`src/design/ipl4_pkg.sv`:
```
package ipl4_pkg;

   localparam int unsigned MAX_PACKET_BYTES = 65535;
   localparam int unsigned POS_W = 16;

   localparam logic [3:0] VERSION_V4 = 4'd4;
   localparam logic [3:0] VERSION_V6 = 4'd6;
   localparam logic [3:0] IHL_MIN = 4'd5;
   localparam logic [5:0] V6_HDR_BYTES = 6'd40;

   localparam logic [7:0] PROTO_TCP = 8'd6;
   localparam logic [7:0] PROTO_UDP = 8'd17;

   localparam logic [1:0] IP_KIND_NONE = 2'd0;
   localparam logic [1:0] IP_KIND_V4 = 2'd1;
   localparam logic [1:0] IP_KIND_V6 = 2'd2;

   localparam logic [1:0] L4_KIND_NONE = 2'd0;
   localparam logic [1:0] L4_KIND_TCP = 2'd1;
   localparam logic [1:0] L4_KIND_UDP = 2'd2;

   localparam logic [POS_W-1:0] TCP_MIN_BYTES = 16'd20;
   localparam logic [POS_W-1:0] UDP_MIN_BYTES = 16'd8;
   localparam logic [6:0] TCP_CHECK_OFS = 7'd16;
   localparam logic [6:0] UDP_CHECK_OFS = 7'd6;

   // per-packet running state, also the snapshot handed to the finish stage
   typedef struct packed {
      logic [POS_W-1:0] pos;
      logic [15:0]      hdr_sum;
      logic [15:0]      l4_sum;
      logic [15:0]      pseudo_sum;
      logic [7:0]       hold;
      logic [3:0]       version;
      logic [3:0]       hdr_words;
      logic [7:0]       protocol;
   } snap_type;

   typedef struct packed {
      logic [1:0]  ip_kind;
      logic        ip_check_valid;
      logic [15:0] ip_check;
      logic [1:0]  l4_kind;
      logic [15:0] l4_check;
      logic [6:0]  l4_check_offset;
   } rsp_type;

   // one's-complement add with end-around carry
   function automatic logic [15:0] oc_add(input logic [15:0] a, input logic [15:0] b);
      logic [16:0] s;
      s = {1'b0, a} + {1'b0, b};
      return s[15:0] + {15'b0, s[16]};
   endfunction

endpackage

```
`src/design/ipl4_ifs.sv`:
```
interface ipl4_req_if;
   logic       valid;
   logic       ready;
   logic [7:0] data_byte;
   logic       last_byte;

   modport source (output valid, data_byte, last_byte, input ready);
   modport sink (input valid, data_byte, last_byte, output ready);
endinterface

interface ipl4_rsp_if;
   logic        valid;
   logic        ready;
   logic [1:0]  ip_kind;
   logic        ip_check_valid;
   logic [15:0] ip_check;
   logic [1:0]  l4_kind;
   logic [15:0] l4_check;
   logic [6:0]  l4_check_offset;

   modport source (output valid, ip_kind, ip_check_valid, ip_check, l4_kind, l4_check,
                   l4_check_offset, input ready);
   modport sink (input valid, ip_kind, ip_check_valid, ip_check, l4_kind, l4_check,
                 l4_check_offset, output ready);
endinterface

```
`src/design/ip_l4_checksum_offload_unit.sv`:
```
// After a packet's last byte is taken, its result passes the packet state snapshot
// register, then the result register. Throughput: one byte per cycle unless stalled;
// each byte pair takes one 16-bit end-around-carry add per sum it feeds.
// A result can wait in the output register while the next packet's bytes keep flowing.
// Reset: synchronous, active high; clears the running sums and all pipeline valids.
module ip_l4_checksum_offload_unit (
   input logic         clock,
   input logic         reset,
   ipl4_req_if.sink    req_bus,
   ipl4_rsp_if.source  rsp_bus
);
   import ipl4_pkg::*;

   snap_type         snap;
   snap_type         fin_ff;
   logic             fin_valid_ff;
   logic             fin_valid_in;
   rsp_type          rsp_ff;
   rsp_type          rsp_in;
   logic             rsp_valid_ff;
   logic             rsp_valid_in;
   logic             out_free;
   logic             fin_free;
   logic             take;

   logic             v4;
   logic             v6;
   logic [5:0]       h;
   logic [POS_W-1:0] hdr_len;
   logic [POS_W-1:0] tlen;
   logic             hdr_ok;
   logic [15:0]      pad;
   logic [18:0]      sum5;
   logic [16:0]      fold1;
   logic [15:0]      fold2;
   logic [15:0]      l4c;
   logic             is_tcp;
   logic             is_udp;

   assign out_free      = !rsp_valid_ff || rsp_bus.ready;
   assign fin_free      = !fin_valid_ff || out_free;
   assign req_bus.ready = fin_free;
   assign take          = req_bus.valid && fin_free;

   ipl4_byte_acc u_acc (
      .clock     (clock),
      .reset     (reset),
      .take      (take),
      .data_byte (req_bus.data_byte),
      .last_byte (req_bus.last_byte),
      .snap      (snap)
   );

   // finish: one multi-operand one's-complement sum over the packet snapshot
   always_comb begin
      v4      = (fin_ff.version == VERSION_V4) && (fin_ff.hdr_words >= IHL_MIN);
      v6      = (fin_ff.version == VERSION_V6);
      h       = v4 ? {fin_ff.hdr_words, 2'b00} : V6_HDR_BYTES;
      hdr_len = {{(POS_W-6){1'b0}}, h};
      hdr_ok  = (v4 || v6) && (fin_ff.pos >= hdr_len);
      tlen    = fin_ff.pos - hdr_len;
      pad     = fin_ff.pos[0] ? {fin_ff.hold, 8'h00} : 16'h0000;
      sum5    = {3'b000, fin_ff.pseudo_sum} + {3'b000, fin_ff.l4_sum} + {3'b000, pad}
              + {11'b0, fin_ff.protocol} + {3'b000, tlen};
      fold1   = {1'b0, sum5[15:0]} + {14'b0, sum5[18:16]};
      fold2   = fold1[15:0] + {15'b0, fold1[16]};
      l4c     = ~fold2;
      is_tcp  = (fin_ff.protocol == PROTO_TCP) && (tlen >= TCP_MIN_BYTES);
      is_udp  = (fin_ff.protocol == PROTO_UDP) && (tlen >= UDP_MIN_BYTES);

      rsp_in = '0;
      if (hdr_ok) begin
         rsp_in.ip_kind = v4 ? IP_KIND_V4 : IP_KIND_V6;
         if (v4) begin
            rsp_in.ip_check_valid = 1'b1;
            rsp_in.ip_check       = ~fin_ff.hdr_sum;
         end
         if (is_tcp) begin
            rsp_in.l4_kind         = L4_KIND_TCP;
            rsp_in.l4_check        = l4c;
            rsp_in.l4_check_offset = {1'b0, h} + TCP_CHECK_OFS;
         end else if (is_udp) begin
            rsp_in.l4_kind         = L4_KIND_UDP;
            rsp_in.l4_check        = (l4c == 16'h0000) ? 16'hFFFF : l4c;
            rsp_in.l4_check_offset = {1'b0, h} + UDP_CHECK_OFS;
         end
      end

      if (take && req_bus.last_byte)
         fin_valid_in = 1'b1;
      else if (out_free)
         fin_valid_in = 1'b0;
      else
         fin_valid_in = fin_valid_ff;

      if (out_free)
         rsp_valid_in = fin_valid_ff;
      else
         rsp_valid_in = rsp_valid_ff;
   end

   always_ff @(posedge clock) begin
      if (reset) begin
         fin_valid_ff <= 1'b0;
         rsp_valid_ff <= 1'b0;
      end else begin
         fin_valid_ff <= fin_valid_in;
         rsp_valid_ff <= rsp_valid_in;
      end
   end

   always_ff @(posedge clock) begin
      if (take && req_bus.last_byte)
         fin_ff <= snap;
      if (out_free && fin_valid_ff)
         rsp_ff <= rsp_in;
   end

   assign rsp_bus.valid           = rsp_valid_ff;
   assign rsp_bus.ip_kind         = rsp_ff.ip_kind;
   assign rsp_bus.ip_check_valid  = rsp_ff.ip_check_valid;
   assign rsp_bus.ip_check        = rsp_ff.ip_check;
   assign rsp_bus.l4_kind         = rsp_ff.l4_kind;
   assign rsp_bus.l4_check        = rsp_ff.l4_check;
   assign rsp_bus.l4_check_offset = rsp_ff.l4_check_offset;

endmodule

```
`src/design/ipl4_byte_acc.sv`:
```
module ipl4_byte_acc (
   input  logic              clock,
   input  logic              reset,
   input  logic              take,
   input  logic [7:0]        data_byte,
   input  logic              last_byte,
   output ipl4_pkg::snap_type snap
);
   import ipl4_pkg::*;

   snap_type         acc_ff;
   snap_type         acc_in;
   snap_type         upd;
   logic [POS_W-1:0] p;
   logic [POS_W-1:0] hdr_len;
   logic [POS_W-1:0] t;
   logic             in_range;
   logic [3:0]       ver;
   logic [3:0]       hw;
   logic             v4;
   logic             v6;
   logic [5:0]       h;
   logic [7:0]       proto;
   logic             past_hdr;
   logic [7:0]       mb;
   logic [15:0]      w;

   always_comb begin
      p        = acc_ff.pos;
      in_range = p < POS_W'(MAX_PACKET_BYTES);
      ver      = (p == '0) ? data_byte[7:4] : acc_ff.version;
      hw       = (p == '0) ? data_byte[3:0] : acc_ff.hdr_words;
      v4       = (ver == VERSION_V4) && (hw >= IHL_MIN);
      v6       = (ver == VERSION_V6);
      h        = v4 ? {hw, 2'b00} : V6_HDR_BYTES;
      hdr_len  = {{(POS_W-6){1'b0}}, h};
      proto    = ((v4 && p == 16'd9) || (v6 && p == 16'd6)) ? data_byte : acc_ff.protocol;
      past_hdr = p >= hdr_len;
      t        = p - hdr_len;

      // checksum fields are summed as zero
      mb = data_byte;
      if (v4 && (p == 16'd10 || p == 16'd11))
         mb = 8'h00;
      if (past_hdr && proto == PROTO_TCP && (t == 16'd16 || t == 16'd17))
         mb = 8'h00;
      if (past_hdr && proto == PROTO_UDP && (t == 16'd6 || t == 16'd7))
         mb = 8'h00;
      w = {acc_ff.hold, mb};

      upd = acc_ff;
      if (in_range) begin
         upd.pos       = p + 1'b1;
         upd.version   = ver;
         upd.hdr_words = hw;
         if (v4 || v6) begin
            upd.protocol = proto;
            if (!p[0]) begin
               upd.hold = mb;
            end else begin
               if ((v4 && p >= 16'd12 && p < 16'd20) || (v6 && p >= 16'd8 && p < 16'd40))
                  upd.pseudo_sum = oc_add(acc_ff.pseudo_sum, w);
               if (v4 && !past_hdr)
                  upd.hdr_sum = oc_add(acc_ff.hdr_sum, w);
               if (past_hdr)
                  upd.l4_sum = oc_add(acc_ff.l4_sum, w);
            end
         end
      end

      if (take && last_byte)
         acc_in = '0;
      else if (take)
         acc_in = upd;
      else
         acc_in = acc_ff;
   end

   assign snap = upd;

   always_ff @(posedge clock) begin
      if (reset)
         acc_ff <= '0;
      else
         acc_ff <= acc_in;
   end

endmodule

```
`src/flat_wrapper.sv`:
```
// flat-port wrapper written by rule: the top's interface ports become plain ports
module ip_l4_checksum_offload_unit_flat import ipl4_pkg::*;
  (clock, reset, req_bus_valid, req_bus_data_byte, req_bus_last_byte, req_bus_ready, rsp_bus_valid, rsp_bus_ip_kind, rsp_bus_ip_check_valid, rsp_bus_ip_check, rsp_bus_l4_kind, rsp_bus_l4_check, rsp_bus_l4_check_offset, rsp_bus_ready);
  ipl4_req_if req_bus_i ();
  ipl4_rsp_if rsp_bus_i ();
  input logic clock;
  input logic reset;
  input wire logic [$bits(req_bus_i.valid)-1:0] req_bus_valid;
  input wire logic [$bits(req_bus_i.data_byte)-1:0] req_bus_data_byte;
  input wire logic [$bits(req_bus_i.last_byte)-1:0] req_bus_last_byte;
  output wire logic [$bits(req_bus_i.ready)-1:0] req_bus_ready;
  output wire logic [$bits(rsp_bus_i.valid)-1:0] rsp_bus_valid;
  output wire logic [$bits(rsp_bus_i.ip_kind)-1:0] rsp_bus_ip_kind;
  output wire logic [$bits(rsp_bus_i.ip_check_valid)-1:0] rsp_bus_ip_check_valid;
  output wire logic [$bits(rsp_bus_i.ip_check)-1:0] rsp_bus_ip_check;
  output wire logic [$bits(rsp_bus_i.l4_kind)-1:0] rsp_bus_l4_kind;
  output wire logic [$bits(rsp_bus_i.l4_check)-1:0] rsp_bus_l4_check;
  output wire logic [$bits(rsp_bus_i.l4_check_offset)-1:0] rsp_bus_l4_check_offset;
  input wire logic [$bits(rsp_bus_i.ready)-1:0] rsp_bus_ready;
  assign req_bus_i.valid = req_bus_valid;
  assign req_bus_i.data_byte = req_bus_data_byte;
  assign req_bus_i.last_byte = req_bus_last_byte;
  assign req_bus_ready = req_bus_i.ready;
  assign rsp_bus_valid = rsp_bus_i.valid;
  assign rsp_bus_ip_kind = rsp_bus_i.ip_kind;
  assign rsp_bus_ip_check_valid = rsp_bus_i.ip_check_valid;
  assign rsp_bus_ip_check = rsp_bus_i.ip_check;
  assign rsp_bus_l4_kind = rsp_bus_i.l4_kind;
  assign rsp_bus_l4_check = rsp_bus_i.l4_check;
  assign rsp_bus_l4_check_offset = rsp_bus_i.l4_check_offset;
  assign rsp_bus_i.ready = rsp_bus_ready;
  ip_l4_checksum_offload_unit u_core (.clock(clock), .reset(reset), .req_bus(req_bus_i), .rsp_bus(rsp_bus_i));
endmodule
```
`config.mk`:
```
export PLATFORM = sky130hd
export DESIGN_NAME = ip_l4_checksum_offload_unit_flat
export DESIGN_NICKNAME = d
export VERILOG_FILES = /design/src/design/ipl4_pkg.sv /design/src/design/ipl4_ifs.sv /design/src/design/ip_l4_checksum_offload_unit.sv /design/src/design/ipl4_byte_acc.sv /design/src/flat_wrapper.sv
export SDC_FILE = /design/constraint.sdc
export NUM_CORES = 1
export LEC_CHECK = 0
export BUFFER_PORTS_ARGS = -buffer_cell sky130_fd_sc_hd__buf_4
export CAP_MARGIN = 10
export CORE_ASPECT_RATIO = 0.75
export CORE_MARGIN = 8
export CORE_UTILIZATION = 55
export CTS_CLUSTER_DIAMETER = 100
export DETAILED_ROUTE_END_ITERATION = 8
export PLACE_DENSITY_LB_ADDON = 0.25
export SLEW_MARGIN = 20
export SYNTH_ARGS = -nofsm -noshare
export SYNTH_HDL_FRONTEND = slang
export SYNTH_HIERARCHICAL = 1
export SYNTH_SLANG_ARGS = --single-unit
```
`constraint.sdc`:
```
create_clock -name clock -period 17.78 [get_ports clock]
set_input_delay 0.889 -clock clock [delete_from_list [all_inputs] [get_ports clock]]
set_output_delay 0.889 -clock clock [all_outputs]
set_load 0.03 [all_outputs]
```
==> qor.txt <==
===========================================================================================
Setup Skew                                                                        0.0357 ns
Total iterations of the first detailed-routing run                                        6
Share of cell area taken by muxes after synthesis                                    0.0470
Std-Cell Core Area                                                              0.0282 mm^2
Clock transition at the registers of the reported paths                             0.07 ns
Number of failing setup endpoints in the final timing report                              0
Clock buffers created by TritonCTS                                                       24
Maximum number of pins on one net before global-route repair                             75
XOR/XNOR share of the synthesized area                                               0.0657
Remaining antenna violation count after routing                                           0
Post-cts resize count                                                                     0
Ratio of routed vias to standard cells                                                 6.22
Number of design-rule violations left by the first detailed-router iteration           1260
Number of nets in the layout                                                           1865
Cell area after synthesis                                                       0.0159 mm^2
Final TNS setup                                                                        0 ns
Final count of pins violating max slew                                                    0
Number of warning messages in the yosys log                                               6
Number of global-route vias before repair                                             12257
Cell type with the largest total area after synthesis                              edfxtp_1
Clock tree from TritonCTS                                                             built
Register bit count reported by yosys                                                    220
Post-synth EDFFs                                                                        130
Transition at the pin with the smallest max-transition slack                        1.09 ns
Number of H-tree levels                                                                   1
Horiz. Die Dim                                                                       212 um
Residual overflow from global routing                                                     0
Normalized max-slew margin                                                            0.270
Reported max-cap violation count                                                          0
CTS Hold Buffers Added                                                                    0
Register area share after synthesis                                                   0.360
Syn_area_per_cell                                                                 9.36 um^2
Critical path class                                                              reg -> reg
Most instantiated cells after synthesis                                        202 x nor2_1, 130 x edfxtp_1, 121 x nand2_1
Combinational family with the most area after synthesis                        simple AND/OR/NAND/NOR gates
Final Hold Vio Count                                                                      0
Total global routing track utilization                                                0.245
Total wirelength of the detailed-routed design                                     43300 um
Adder-cell share of the synthesized area                                              0.117
Antenna violations before repair                                                          1
CP peak stage delay                                                                 0.63 ns
Cell class contributing the biggest share of worst-path delay                   adder cells
Number of port buffers                                                                   57
Area added between synthesis and finish                                               10.5%
Most prevalent standard cell on the critical path                                      ha_1
Total DRC errors in the routed layout                                                     0
Slowest library cell on the worst path                                               or4b_2
Proportion of register bits with asynchronous set or reset after synthesis                0
Most frequently used flop master after synthesis                                   edfxtp_1
Bufs and invs on worst path                                                               0
Type of the worst min-delay path                                                 reg -> reg
Unrepaired setup endpoints after global routing                                       false
Endpoint class of the critical path                                               flip-flop
Count of mapped cells out of synthesis                                                 1693
Endpoint arrival time on the critical path                                         10.54 ns
Row cnt                                                                                  53
Most numerous cell in the Yosys netlist                                              nor2_1
Area fraction in compound gates after synthesis                                       0.164
Ports placed on the boundary                                                             59
Area enclosed by the die boundary                                               0.0346 mm^2
Number of setup buffers added after CTS                                                   0
Overall die height                                                                   163 um
Synthesized netlist net count                                                          1830
F_max                                                                              98.3 MHz
Count of unique library cells instantiated by Yosys                                      97
Required @ worst endpoint                                                          18.15 ns
Buffer type at the clock tree root                                                clkbuf_16
Simple-gate share of the synthesized area                                             0.211
Routed via count                                                                      13255
VDD IR max                                                                          64.9 uV
Buffers from clock root to sink, at most                                                  3
Total design power                                                                  1.49 mW
Worst-skew pair later-pin latency                                                   0.54 ns
Type of element launching the critical path                                       flip-flop
Period minus WS final                                                              10.18 ns
Period utilisation layout                                                             0.572
Detailed-placement wirelength estimate                                             33000 um
Number of diodes added for antenna fixing                                                 0
Power density relative to cell area                                            84.9 mW/mm^2
Fraction of layout instances using a drive strength above 1                           0.121
Final RePlAce weighted congestion                                                     0.938
Clock sink count                                                                        220
Top fanout value on the critical path                                                    13
Starting density of the core                                                          0.562
Avg WL per Cell                                                                     20.3 um
Share of the synthesized area in the top cell type                                    0.246
Outcome                                                                           completed
Cells taking the most area after synthesis                                     edfxtp_1 25%, dfxtp_1 11%, ha_1 6.9%
Leakage power                                                                       7.05 nW
Global-route wire length before repair                                             67700 um
===========================================================================================
[per-stage QoR]
stage          hold WS [ns]  area, um^2   util  setup WS [ns]  cells
2_1_floorplan         0.455       15900      -           8.87   1693
3_3_place_gp          0.474       16600  0.590           8.13   2086
3_5_place_dp          0.486       16600  0.590           7.70   2086
4_1_cts               0.495       17500  0.621           7.66   2130
5_1_grt               0.516       17500  0.621           6.80   2131
6_report              0.498       17500  0.621           7.60   2131
[path summary, 6_finish.rpt]
check,start,slack [ns],end,cells after the start
hold / removal,u_core/u_acc/acc_ff[39],0.50,u_core/u_acc/acc_ff[39],2
setup reg to reg,u_core/fin_ff[13],7.60,u_core/rsp_bus.l4_check[0],35
hold reg to reg,u_core/u_acc/acc_ff[39],0.50,u_core/u_acc/acc_ff[39],2
setup / recovery,u_core/fin_ff[13],7.60,u_core/rsp_bus.l4_check[0],35
[worst register-to-register path: cells and delay by family (launching register included)]
family	cells	cell delay [ns]
DFF	1	0.40
AOI/OAI and AO/OA	13	2.95
xor gates and xnor gates	2	0.43
and+or+nand+nor	11	3.11
adders and majority gates	9	3.11
[cell type report]
type | instances | area [um^2]
flip-flops and latches | 220 | 5710
clock inverters | 15 | 195
clock buffers | 29 | 661
inverters | 81 | 305
repair buffers | 70 | 538
fillers | 2327 | 10700
multi-input cells | 1331 | 9620
well taps | 385 | 482
[placed cells by master (no fill, tap or decap), drive strengths merged, types with 10 or more instances in the layout]
cell	netlist	layout
buf	14	70
or4	10	10
nor2b	20	20
and3	46	46
o31ai	10	10
inv	81	86
clkbuf	47	29
nand3	51	51
o211ai	14	14
edfxtp	130	130
nor4	25	25
a21oi	70	70
nor2	203	203
nand2b	16	16
dfxtp	90	90
nand4	17	17
a211oi	27	27
ha	87	87
mux2	35	35
o21a	14	14
a21o	24	24
fa	37	37
xnor2	64	64
nor3	55	55
o21ai	90	90
nand2	121	121
xor2	54	54
and2	20	20
or3	18	18
mux2i	35	35
[layer usage]
| metal | global-route usage | wire length (um) |
|---|---|---|
| met4 | 0.0624 | 934 |
| met1 | 0.371 | 20200 |
| met3 | 0.0527 | 4630 |
| met2 | 0.347 | 17500 |
| met5 | 0 | 0 |
[kinds of logic (layout without fill, tap and decap cells)]
kind of cell	count (synthesis)	in the layout
muxes	70	70
adders and majority gates	126	126
and+or+nand+nor	652	652
AOI/OAI and AO/OA	364	364
xor gates and xnor gates	118	118
other	1	1
DFF	220	220
buffers and inverters	142	195
[where the power goes]
group	internal [mW]	total (mW)	switching [mW]
Combinational	0.136	0.385	0.249
Clock	0.316	0.537	0.221
Sequential	0.553	0.565	0.0118
[flip-flops by register name, indices dropped and copies added, names as in the netlist]
signal,count
u_core/fin_ff,88
u_core/fin_valid_ff,1
u_core/rsp_bus.ip_check,16
u_core/rsp_bus.ip_kind,2
u_core/rsp_bus.l4_check,16
u_core/rsp_bus.l4_check_offset,6
u_core/rsp_bus.l4_kind,2
u_core/rsp_bus.valid,1
u_core/u_acc/acc_ff,72
u_core/u_acc/p,16
(Power assumes the default switching activity.)
